===== src/sv/fpa_pkg.sv =====
// ----------------------------------------------------------------------------
// fpa_pkg: shared types and constants for the fixed-point ALU
// Opcodes, widths and the per-stage record carried down the cell chain.
// ----------------------------------------------------------------------------
package fpa_pkg;

   localparam int FRAC_BITS  = 8;
   localparam int DATA_W     = 32;
   localparam int KIND_W     = 4;
   localparam int NUM_W      = DATA_W + FRAC_BITS;   // scaled dividend width
   localparam int DIV_STAGES = NUM_W;                // one quotient bit per cell

   localparam logic [KIND_W-1:0] OP_ADD = 4'd0;
   localparam logic [KIND_W-1:0] OP_SUB = 4'd1;
   localparam logic [KIND_W-1:0] OP_MUL = 4'd2;
   localparam logic [KIND_W-1:0] OP_DIV = 4'd3;
   localparam logic [KIND_W-1:0] OP_GT  = 4'd4;
   localparam logic [KIND_W-1:0] OP_LT  = 4'd5;
   localparam logic [KIND_W-1:0] OP_GE  = 4'd6;
   localparam logic [KIND_W-1:0] OP_LE  = 4'd7;
   localparam logic [KIND_W-1:0] OP_EQ  = 4'd8;
   localparam logic [KIND_W-1:0] OP_NE  = 4'd9;
   localparam logic [KIND_W-1:0] OP_MAX = 4'd10;
   localparam logic [KIND_W-1:0] OP_MIN = 4'd11;
   localparam logic [KIND_W-1:0] OP_INC = 4'd12;
   localparam logic [KIND_W-1:0] OP_DEC = 4'd13;
   localparam logic [KIND_W-1:0] OP_TOI = 4'd14;
   localparam logic [KIND_W-1:0] OP_FRI = 4'd15;

   // record handed from cell to cell
   typedef struct packed {
      logic              valid;
      logic              is_div;
      logic              neg;       // quotient sign
      logic              dz;
      logic [NUM_W-1:0]  num;       // dividend bits, shifted out msb first
      logic [DATA_W-1:0] den;       // |divisor|
      logic [DATA_W:0]   rem;       // partial remainder
      logic [DATA_W-1:0] quo;       // low quotient bits
      logic [DATA_W-1:0] res;       // finished result for non-divide requests
      logic              cmp;
   } stage_type;

endpackage


===== src/sv/fpa_cell.sv =====
// ----------------------------------------------------------------------------
// fpa_cell: one restoring-division step
// Consumes one dividend bit, forms one quotient bit, registers the record.
// ----------------------------------------------------------------------------
module fpa_cell (
   input  logic               clock,
   input  logic               reset,
   input  fpa_pkg::stage_type stage_in,
   output fpa_pkg::stage_type stage_out
);

   fpa_pkg::stage_type stage_ff;
   fpa_pkg::stage_type stage_in_w;
   logic [fpa_pkg::DATA_W+1:0] trial;
   logic [fpa_pkg::DATA_W+1:0] shifted;

   always_comb begin
      stage_in_w = stage_in;
      shifted = {stage_in.rem, stage_in.num[fpa_pkg::NUM_W-1]};
      trial = shifted - {2'b00, stage_in.den};
      stage_in_w.num = {stage_in.num[fpa_pkg::NUM_W-2:0], 1'b0};
      if (!trial[fpa_pkg::DATA_W+1]) begin
         stage_in_w.rem = trial[fpa_pkg::DATA_W:0];
         stage_in_w.quo = {stage_in.quo[fpa_pkg::DATA_W-2:0], 1'b1};
      end else begin
         stage_in_w.rem = shifted[fpa_pkg::DATA_W:0];
         stage_in_w.quo = {stage_in.quo[fpa_pkg::DATA_W-2:0], 1'b0};
      end
   end

   always_ff @(posedge clock) begin
      if (reset) begin
         stage_ff <= '0;
      end else begin
         stage_ff <= stage_in_w;
      end
   end

   assign stage_out = stage_ff;

endmodule


===== config.mk =====
export PLATFORM = sky130hd
export DESIGN_NAME = fpa_cell
export DESIGN_NICKNAME = d
export VERILOG_FILES = /design/src/sv/fpa_pkg.sv /design/src/sv/fpa_cell.sv
export SDC_FILE = /design/constraint.sdc
export NUM_CORES = 1
export LEC_CHECK = 0
export ABC_AREA = 1
export BUFFER_PORTS_ARGS = -buffer_cell sky130_fd_sc_hd__buf_2
export CAP_MARGIN = 10
export CORE_MARGIN = 2
export CORE_UTILIZATION = 42
export CTS_CLUSTER_SIZE = 30
export DETAILED_ROUTE_END_ITERATION = 8
export GPL_ROUTABILITY_DRIVEN = 0
export PLACE_DENSITY = 0.78
export SYNTH_ARGS = -nofsm -noshare
export SYNTH_HDL_FRONTEND = slang
export SYNTH_SLANG_ARGS = --single-unit
export TNS_END_PERCENT = 50

===== constraint.sdc =====
create_clock -name clock -period 2.9 [get_ports clock]
set_clock_uncertainty 0.2 [all_clocks]
set_input_delay 0.58 -clock clock [delete_from_list [all_inputs] [get_ports clock]]
set_output_delay 0.58 -clock clock [all_outputs]
set_load 0.005 [all_outputs]

==> results.py <==
metrics = {
    "yosys": {
        "synth-warning-count": 0,
        "synth.largest_area_cell": "sky130_fd_sc_hd__dfxtp_1",
        "synth_cell_types": 30,
        "syn_inst": 1172,
        "yosys_register_bits": 173,
        "synthesis.area_um2": 7960,
        "post_synth_main_area_contributors": "sky130_fd_sc_hd__dfxtp_1, sky130_fd_sc_hd__inv_1, sky130_fd_sc_hd__nand2_1, sky130_fd_sc_hd__nor2_1, sky130_fd_sc_hd__ha_1",
        "synth.net_count": 1381,
        "syn_area_per_cell_um2": 6.79,
        "yosysSeqAreaShare": 0.435,
        "synth_top_cell_area_share": 0.435,
    },
    "worst_setup_path": {
        "timing.critical_path.cells": "buf_2, inv_1, ha_1, a21oi_1, and2_1, o21ai_1, nor2_2, nand2_4, nand2_2, nand2_2, nor2_1, nor2_1",
        "critical-path-top-delay-family": "simple AND/OR/NAND/NOR gates",
        "crit_slowest_cell": "sky130_fd_sc_hd__ha_1",
        "critical_path_class": "input port to flop",
        "critPathBufInv": 2,
        "critical_path_arrival_ps": 2530,
        "required_ps": 3020,
        "startpoint_type": "input port",
        "max_stage_delay_ps": 340,
        "capturing_element_type_of_the_critical_path": "flop",
        "crit_path_max_fanout": 14,
    },
    "cells_and_area": {
        "mostFrequentLayoutCell": "sky130_fd_sc_hd__buf_2",
        "antennaDiodeCount": 0,
        "area.growth.synth_to_final_pct": 32.9,
        "commonest_non_fill_non_tap_cells_in_the_layout": "sky130_fd_sc_hd__buf_2, sky130_fd_sc_hd__inv_1, sky130_fd_sc_hd__nand2_1, sky130_fd_sc_hd__nor2_1, sky130_fd_sc_hd__dfxtp_1",
        "layout.nets": 1736,
        "final_cell_count_without_fillers": 1774,
        "drive_gt1_frac": 0.283,
        "largest_reg_flops": 173,
        "final_cell_area_um2": 10600,
    },
    "sta": {
        "setup_repair_after_global_routing_missed_its_margin": "no",
        "final-hold-violation-count": 0,
        "timing.fmax_mhz": 416,
        "worst_hold_slack_ps": 143,
        "min_clock_period_post_route_ps": 2410,
        "final-max-slew-violation-count": 0,
        "timing.final.crit_share": 0.829,
        "tns_ps": 0,
        "finalSetupViolations": 0,
    },
    "drt": {
        "viasPerCell": 4.39,
        "route.final.wire_length_um": 23600,
        "final_antenna_net_count": 0,
        "routed_wire_length_per_instance_um": 13.3,
        "detail_route.iter0.violations": 441,
        "drc": 0,
        "route.vias.total": 7787,
        "drt_first_pass_iters": 7,
    },
    "clock_network": {
        "cts_setup_buffers": 0,
        "cts_hold_buf": 0,
        "post_cts_clock_slew_at_the_launch_and_capture_registers_of_the_worst_setup_and_hold_paths_ps": 70,
        "ctsHtreeMaxLevel": 4,
        "clockBufferDepth": 2,
        "cts_num_sinks": 173,
        "root_buffer": "sky130_fd_sc_hd__clkbuf_16",
        "tritoncts_clock_tree": "done",
        "cts_buffers": 17,
        "cts_resized": 0,
    },
    "hold_path": {
        "hp-start": "stage_in[149]",
        "number_of_stages_on_the_worst_hold_path": 3,
        "worst_min_delay_path_class": "input port to flop",
        "holdPathEnd": "stage_out[150]$_SDFF_PP0_",
    },
    "floorplanning": {
        "chipWidth_um": 142,
        "initial_utilization": 0.427,
        "rows": 50,
        "dieArea_um2": 20100,
        "die_h_um": 142,
        "top_level_ports": 350,
        "core_area_um2": 18600,
    },
    "status": {
        "run_status": "completed",
    },
    "pwr": {
        "p_leak_nw": 6.58,
        "peak_ir_drop_on_the_vdd_network_uv": 394,
        "power.net_switching_mw": 1.84,
        "power_density_over_cell_area_nw_per_um2": 569,
        "share_seq_of_total_power": 0.427,
        "share_comb_of_total_power": 0.195,
        "clockPowerShare": 0.378,
        "swShare": 0.306,
        "cellInternalPower_mw": 4.18,
    },
    "grt": {
        "grt_max_degree": 105,
        "antenna_found_initial": 0,
        "grt_pass1_vias": 7296,
        "grt.overflow.total": 0,
        "grt_pass1_wl_um": 35700,
        "grt_usage": 0.228,
    },
    "placed_design": {
        "detailedPlacementHpwl_um": 18800,
        "port-buffer-count": 347,
        "numPlacedInstances": 1742,
        "placedInstanceArea_um2": 9990,
    },
    "flow_run": {
        "max_cap_viol_count": 0,
    },
}
-- layer usage --
layer / vias up / GRT usage / wire length (um)
met5: - / 0 / 0
met4: 0 / 0.0863 / 650
met3: 40 / 0.0472 / 1400
met2: 275 / 0.402 / 11600
met1: 3393 / 0.274 / 9970
li1: 4079 / - / -
-- area by class of cell --
type | count | area [um^2]
clock buffer | 17 | 425
clock inverter | 15 | 168
fill | 1783 | 8060
inverter | 282 | 1060
multi-input combinational | 688 | 3260
sequential | 173 | 3460
tap | 234 | 293
timing repair buffer | 365 | 1910
-- logic make-up (layout without fill, tap and decap cells) --
| group | Yosys count | after routing | share of synthesized area |
|---|---|---|---|
| and+or+nand+nor | 611 | 611 | 0.321 |
| buffers and inverters | 311 | 679 | 0.155 |
| DFF | 173 | 173 | 0.435 |
| adders and majority gates | 33 | 33 | 0.0528 |
| AOI/OAI and AO/OA | 26 | 26 | 0.0173 |
| xor gates and xnor gates | 17 | 17 | 0.0187 |
| other | 1 | 1 | 0.000471 |
-- stage by stage --
| stage | power [mW] | setup WS, ps | util |
|---|---|---|---|
| after global placement | 3.77 | 89.9 | 0.536 |
| after detailed placement | 3.79 | 81.2 | 0.536 |
| final | 6.02 | 495 | 0.568 |
| after global routing | 6.33 | 268 | 0.568 |
| after CTS | 6.07 | 487 | 0.568 |
| after floorplan | 3.31 | 481 | - |
-- cell usage after synthesis --
cell type                  count
sky130_fd_sc_hd__a21oi_1      21
sky130_fd_sc_hd__and2_1        6
sky130_fd_sc_hd__buf_12        2
sky130_fd_sc_hd__buf_2         6
sky130_fd_sc_hd__buf_4         3
sky130_fd_sc_hd__buf_6         2
sky130_fd_sc_hd__clkbuf_1     16
sky130_fd_sc_hd__conb_1        1
sky130_fd_sc_hd__dfxtp_1     173
sky130_fd_sc_hd__fa_1          1
sky130_fd_sc_hd__ha_1         32
sky130_fd_sc_hd__inv_1       279
sky130_fd_sc_hd__inv_2         3
sky130_fd_sc_hd__nand2_1     270
sky130_fd_sc_hd__nand2_2       6
sky130_fd_sc_hd__nand2_4       3
sky130_fd_sc_hd__nand3_1      49
sky130_fd_sc_hd__nand3_2      12
sky130_fd_sc_hd__nand3b_1      5
sky130_fd_sc_hd__nand4_1       1
sky130_fd_sc_hd__nor2_1      237
sky130_fd_sc_hd__nor2_2       13
sky130_fd_sc_hd__nor3_1        7
sky130_fd_sc_hd__nor3_2        1
sky130_fd_sc_hd__o21ai_0       1
sky130_fd_sc_hd__o21ai_1       1
sky130_fd_sc_hd__o21bai_1      3
sky130_fd_sc_hd__or2_2         1
sky130_fd_sc_hd__xnor2_1       1
sky130_fd_sc_hd__xor2_1       16
-- power groups by stage --
stage,sequential [mW],clock [mW],combinational [mW]
after floorplan,2.65,0,0.660
after global placement,2.62,0,1.15
after detailed placement,2.63,0,1.16
after CTS,2.57,2.32,1.18
after global routing,2.58,2.42,1.32
final,2.57,2.28,1.17
-- worst max-delay path by stage --
| stage | startpoint | end | cells past startpoint |
|---|---|---|---|
| 4_1_cts | stage_in[98] | stage_out[89]$_SDFF_PP0_ | 15 |
| 3_5_place_dp | stage_in[98] | stage_out[89]$_SDFF_PP0_ | 15 |
| 3_3_place_gp | stage_in[98] | stage_out[89]$_SDFF_PP0_ | 15 |
| 2_1_floorplan | stage_in[104] | stage_out[76]$_SDFF_PP0_ | 15 |
| 6_report | stage_in[126] | stage_out[93]$_SDFF_PP0_ | 12 |
| 5_1_grt | stage_in[98] | stage_out[89]$_SDFF_PP0_ | 15 |
-- worst min-delay path, delay by kind of cell --
kind                   cells  cell delay, ps
buffers and inverters      2             100
and+or+nand+nor            1              60
Note: power is estimated with default switching activity, not from simulation.
