**src/sv/fpa_pkg.sv**
```systemverilog
// ----------------------------------------------------------------------------
// fpa_pkg: shared types and constants for the fixed-point ALU
// Opcodes, widths and the per-stage record carried down the cell chain.
// ----------------------------------------------------------------------------
package fpa_pkg;

   localparam int FRAC_BITS  = 8;
   localparam int DATA_W     = 32;
   localparam int KIND_W     = 4;
   localparam int NUM_W      = DATA_W + FRAC_BITS;   // scaled dividend width
   localparam int DIV_STAGES = NUM_W;                // one quotient bit per cell

   localparam logic [KIND_W-1:0] OP_ADD = 4'd0;
   localparam logic [KIND_W-1:0] OP_SUB = 4'd1;
   localparam logic [KIND_W-1:0] OP_MUL = 4'd2;
   localparam logic [KIND_W-1:0] OP_DIV = 4'd3;
   localparam logic [KIND_W-1:0] OP_GT  = 4'd4;
   localparam logic [KIND_W-1:0] OP_LT  = 4'd5;
   localparam logic [KIND_W-1:0] OP_GE  = 4'd6;
   localparam logic [KIND_W-1:0] OP_LE  = 4'd7;
   localparam logic [KIND_W-1:0] OP_EQ  = 4'd8;
   localparam logic [KIND_W-1:0] OP_NE  = 4'd9;
   localparam logic [KIND_W-1:0] OP_MAX = 4'd10;
   localparam logic [KIND_W-1:0] OP_MIN = 4'd11;
   localparam logic [KIND_W-1:0] OP_INC = 4'd12;
   localparam logic [KIND_W-1:0] OP_DEC = 4'd13;
   localparam logic [KIND_W-1:0] OP_TOI = 4'd14;
   localparam logic [KIND_W-1:0] OP_FRI = 4'd15;

   // record handed from cell to cell
   typedef struct packed {
      logic              valid;
      logic              is_div;
      logic              neg;       // quotient sign
      logic              dz;
      logic [NUM_W-1:0]  num;       // dividend bits, shifted out msb first
      logic [DATA_W-1:0] den;       // |divisor|
      logic [DATA_W:0]   rem;       // partial remainder
      logic [DATA_W-1:0] quo;       // low quotient bits
      logic [DATA_W-1:0] res;       // finished result for non-divide requests
      logic              cmp;
   } stage_type;

endpackage

```
**src/sv/fpa_front.sv**
```systemverilog
// ----------------------------------------------------------------------------
// fpa_front: operand decode stage
// Does the non-divide operations and seeds the division chain.
// ----------------------------------------------------------------------------
module fpa_front (
   input  logic                              clock,
   input  logic                              reset,
   input  logic                              accept,
   input  logic [fpa_pkg::KIND_W-1:0]        kind,
   input  logic signed [fpa_pkg::DATA_W-1:0] op_a,
   input  logic signed [fpa_pkg::DATA_W-1:0] op_b,
   output fpa_pkg::stage_type                stage_out
);

   localparam int W = fpa_pkg::DATA_W;
   localparam int F = fpa_pkg::FRAC_BITS;

   fpa_pkg::stage_type stage_ff;
   fpa_pkg::stage_type stage_in;
   logic signed [2*W-1:0] prod;
   logic [W-1:0] abs_a;
   logic [W-1:0] abs_b;
   logic gt;
   logic lt;

   // signed 32x32 product, full 64 bits
   assign prod  = (2*W)'(op_a) * (2*W)'(op_b);
   assign abs_a = op_a[W-1] ? W'(-op_a) : op_a;
   assign abs_b = op_b[W-1] ? W'(-op_b) : op_b;
   assign gt    = op_a > op_b;
   assign lt    = op_a < op_b;

   always_comb begin
      stage_in = '0;
      stage_in.valid  = accept;
      stage_in.is_div = (kind == fpa_pkg::OP_DIV);
      stage_in.dz     = (kind == fpa_pkg::OP_DIV) && (op_b == '0);
      stage_in.neg    = op_a[W-1] ^ op_b[W-1];
      stage_in.num    = {abs_a, {F{1'b0}}};
      stage_in.den    = abs_b;
      unique case (kind)
         fpa_pkg::OP_ADD: stage_in.res = op_a + op_b;
         fpa_pkg::OP_SUB: stage_in.res = op_a - op_b;
         fpa_pkg::OP_MUL: stage_in.res = prod[W+F-1:F];
         fpa_pkg::OP_DIV: stage_in.res = '0;
         fpa_pkg::OP_GT:  stage_in.cmp = gt;
         fpa_pkg::OP_LT:  stage_in.cmp = lt;
         fpa_pkg::OP_GE:  stage_in.cmp = !lt;
         fpa_pkg::OP_LE:  stage_in.cmp = !gt;
         fpa_pkg::OP_EQ:  stage_in.cmp = (op_a == op_b);
         fpa_pkg::OP_NE:  stage_in.cmp = (op_a != op_b);
         fpa_pkg::OP_MAX: stage_in.res = gt ? op_a : op_b;
         fpa_pkg::OP_MIN: stage_in.res = lt ? op_a : op_b;
         fpa_pkg::OP_INC: stage_in.res = op_a + W'(1);
         fpa_pkg::OP_DEC: stage_in.res = op_a - W'(1);
         fpa_pkg::OP_TOI: stage_in.res = W'(op_a >>> F);
         default:         stage_in.res = {op_a[W-F-1:0], {F{1'b0}}};
      endcase
   end

   always_ff @(posedge clock) begin
      if (reset) begin
         stage_ff <= '0;
      end else begin
         stage_ff <= stage_in;
      end
   end

   assign stage_out = stage_ff;

endmodule

```
**config.mk**
```make
export PLATFORM = sky130hd
export DESIGN_NAME = fpa_front
export DESIGN_NICKNAME = d
export VERILOG_FILES = /design/src/sv/fpa_pkg.sv /design/src/sv/fpa_front.sv
export SDC_FILE = /design/constraint.sdc
export NUM_CORES = 2
export LEC_CHECK = 0
export ABC_CLOCK_PERIOD_IN_PS = 9500
export BUFFER_PORTS_ARGS = -buffer_cell sky130_fd_sc_hd__buf_4
export CAP_MARGIN = 0
export CORE_AREA = 2 2 223 280
export DETAILED_ROUTE_END_ITERATION = 16
export DIE_AREA = 0 0 225 282
export PLACE_DENSITY = 0.73
export SETUP_SLACK_MARGIN = 0.5
export SYNTH_ARGS = -nofsm -noshare
export SYNTH_HDL_FRONTEND = slang
export SYNTH_SLANG_ARGS = --single-unit
```
**constraint.sdc**
```tcl
create_clock -name clock -period 9.5 [get_ports clock]
set_input_delay 0 -clock clock [delete_from_list [all_inputs] [get_ports clock]]
set_output_delay 0 -clock clock [all_outputs]
set_load 0.05 [all_outputs]
```
==> run summary <==
After clock tree synthesis, the clock-pin slew on the worst setup and hold paths is 0.09 ns. The pin count of the biggest net entering global routing came out at 68. The startpoint identified for the worst hold timing path is kind[1].

Of the available clock period, the critical path in the final layout requires 0.806. For the worst setup path, the data required time is about 9.7 ns. The worst setup path is of the in -> reg kind. The layout cell share with drive strength beyond 1 is 0.0660.

The detail-routed via count per cell is 6.06. The max-cap violation count came out at 0. Averaged over all synthesized cells, the footprint is approximately 8.5 um2.

The stage delay of the slowest cell on the critical path is 0.75 ns. Setup violations remaining at the end of the flow were counted as 0. Tracing the worst setup path back leads to its startpoint at op_b[15]. The maximum fanout along the worst path came out at 27. The number of failing hold endpoints at the final stage is 0. The maximum frequency from static timing analysis is 0.131 GHz. The number of global-route vias before repair is just under 30,000. The number of remaining DRC errors is 0. The cell area after synthesis came out at 33,100 um2. The antenna violation net count after detailed routing came out at 0. The most numerous cell type found on the critical path is sky130_fd_sc_hd__fa_1. The total setup buffers inserted after CTS came out at 0. The worst setup path is captured at a register. The synthesized netlist contains 79 unique library cells. The clock period could shrink to 7.66 ns. Synthesis produced a netlist whose cell count is 3,879. The pin slew with the least headroom to its limit came out at 1.05 ns.

The die width came out at 225 um. Setup repair after global routing left no endpoint under its margin. The final core area utilization came out at 0.575.

The count of pins over their slew limit came out at 0. The die area came out at 63,500 um2. The number of nets in the layout came out at 4,815. The number of primary I/O pins came out at 245. In the synthesized netlist the dominant register cell turns out to be sky130_fd_sc_hd__dfxtp_1. STA classifies the critical path startpoint as an input port. Adding up every negative setup slack in the final design gives 0 ns.

The total half-perimeter wirelength after legalization and detailed placement is 84,100 um. The global-route wire length before repair is 175,000 um. During placement, the flow inserted port buffers numbering 171. The sum of overflow across all layers after global routing is 0. The headroom to the max-slew limit came out at 0.295. In this run, CTS created clock tree buffers numbering 9.

The area growth from synthesis to layout came out at 5.06%. The number of rows created at floorplan is slightly above 100. The H-tree generated during clock tree synthesis spans 3 levels. The post-synthesis register bit count is 101.

The detailed-route wire length per cell came out at 24.9 um. In this run, placement finished with an instance count of 4,616. The number of instances resized during post-cts repair came out at 0. In this design, the largest share of critical-path delay is due to adder cells.

The slowest stage of the critical path is the sky130_fd_sc_hd__xnor2_1 cell. The number of enable-type register cells in the synthesized netlist is 0. In this run, post-CTS hold repair placed 6 buffers. The count of cells in the finished layout, fillers not included, comes to 4,641.

The min-delay analysis places its worst path in the category in -> reg. The flow ran to the end, and the final reports show no timing, DRC or antenna violations. The number of flip-flops under the largest register name is between 100 and 150. Counting flops with an async set or reset pin after synthesis yields a share of 0. The total via count in the routed design came out at 28,116. The placeable core area came out at about 60,000 um2.

The root buffer selected by CTS is sky130_fd_sc_hd__clkbuf_16. The pre-antenna-repair detailed-routing pass consisted of 7 iterations. For this run, the total global-route usage over all layers was measured as 0.373. The placer congestion estimate is 1.03.

The detailed-route wire length is 116,000 um. The signal on the critical path passes through buf_4, clkinv_1, nor2_1, fa_1, fa_1, inv_1, fa_1, inv_1, ha_1, fa_1, fa_1, fa_1, fa_1, ha_1, and4_1, nand2_1, nor3b_1, a31o_2, a21oi_1, xnor2_1, nand2_1, a311oi_1. Fill cells in the final layout number between 5,000 and 6,000. No sink is reached through more buffers than the 2 on the longest clock path.

After the first detailed-routing iteration, the DRC count stood at 2,729. The number of antenna violations at the first check in global routing is 9. The clock sink total came out at around 100. TritonCTS built the clock tree.

Counting both buffers and inverters, the worst setup path holds a total of 4. The warning count from the yosys run came out at 0. The worst endpoint data arrival time came out at 7.90 ns. The starting density of the core is 0.547. The y dimension of the die came out at 282 um.

The sequential fraction of the synthesis area is 0.0610.
==> through the flow <==
stage                     setup WS (ns)  hold WS (ns)  area [um2]
after floorplan                    2.48         0.128       33400
after global placement             1.87         0.217       34400
after detailed placement           1.67         0.235       34400
after CTS                          2.02        0.0459       34800
after global routing               1.56        0.0879       34800
final                              1.84        0.0389       34800
==> cells in the mapped netlist (all sizes together), types with 8 or more instances <==
cell	instances	area [um2]
xnor2	148	1300
or2	9	56.3
or3	29	186
and3	18	113
nor2	217	815
clkbuf	215	807
a221o	12	120
nand2b	18	120
a22oi	11	82.6
a211oi	19	143
fa	644	12900
nor2b	17	106
nand4	14	87.6
clkinv	10	37.5
a221oi	29	254
a311oi	19	166
dfxtp	101	2020
a21o	39	293
nand2	399	1500
o21ai	81	405
and2	385	2410
or4	9	82.6
mux2	8	90.1
nand3	35	175
o31ai	15	126
ha	239	2990
a21oi	114	571
inv	691	2590
buf	90	627
o211ai	8	60.1
nor4	10	90.1
nor3	28	145
xor2	59	517
o21bai	12	90.1
a31oi	22	138
o221ai	8	70.1
o21a	18	135
==> worst paths after layout <==
kind / endpoint / cells past startpoint
max: stage_out[22] / 22
min: stage_out[0] / 4
==> cells in the final DEF (no fill, tap or decap), types with 12 or more instances in the layout <==
master,count
sky130_fd_sc_hd__xor2_1,59
sky130_fd_sc_hd__o21a_1,18
sky130_fd_sc_hd__and3_1,18
sky130_fd_sc_hd__a211oi_1,19
sky130_fd_sc_hd__nor3_1,26
sky130_fd_sc_hd__and2_1,385
sky130_fd_sc_hd__or3_1,28
sky130_fd_sc_hd__o31ai_1,14
sky130_fd_sc_hd__a311oi_1,19
sky130_fd_sc_hd__a21oi_1,113
sky130_fd_sc_hd__conb_1,73
sky130_fd_sc_hd__nor2_1,215
sky130_fd_sc_hd__a21o_1,39
sky130_fd_sc_hd__o21ai_0,80
sky130_fd_sc_hd__buf_4,198
sky130_fd_sc_hd__nor2b_1,17
sky130_fd_sc_hd__nand2b_1,17
sky130_fd_sc_hd__nand2_1,399
sky130_fd_sc_hd__dfxtp_1,101
sky130_fd_sc_hd__a31oi_1,22
sky130_fd_sc_hd__a221o_1,12
sky130_fd_sc_hd__o21bai_1,12
sky130_fd_sc_hd__ha_1,239
sky130_fd_sc_hd__inv_1,690
sky130_fd_sc_hd__nand3_1,35
sky130_fd_sc_hd__a221oi_1,29
sky130_fd_sc_hd__nand4_1,14
sky130_fd_sc_hd__fa_1,644
sky130_fd_sc_hd__xnor2_1,148
==> logic make-up after synthesis <==
| logic type | synth area share |
|---|---|
| compound gates | 0.0948 |
| xor+xnor | 0.0554 |
| fa+ha+maj | 0.479 |
| buf+inv | 0.123 |
| flops | 0.0610 |
| mux | 0.00483 |
| other cells | 0.000113 |
| simple gates | 0.182 |
==> final cells by class <==
cell class                      count  area (um2)  share of cell area
Sequential cell                   101        2020              0.0581
Inverter                          701        2630              0.0756
Clock inverter                      7        76.3             0.00219
Tap cell                          772         966              0.0277
Multi-Input combinational cell   2844       27300               0.785
Clock buffer                        9         225             0.00647
Timing Repair Buffer              204        1550              0.0444
Antenna cell                        3        7.51            0.000216
==> per-layer routing <==
metal | up-vias | GRT usage | wire length, um
li1 | 11786 | - | -
met1 | 14002 | 0.411 | 39000
met2 | 1656 | 0.615 | 54200
met3 | 664 | 0.0934 | 11300
met4 | 8 | 0.295 | 11100
met5 | - | 0 | 56
==> tightest hold or removal path: cells and delay by family <==
kind,cells,cell delay (ns)
buffers and inverters,1,0.13
and+or+nand+nor,2,0.11
AOI/OAI and AO/OA,1,0.14
Power is not shown: default switching activity piles up to over one toggle a cycle in this logic, so the estimate is an artifact.
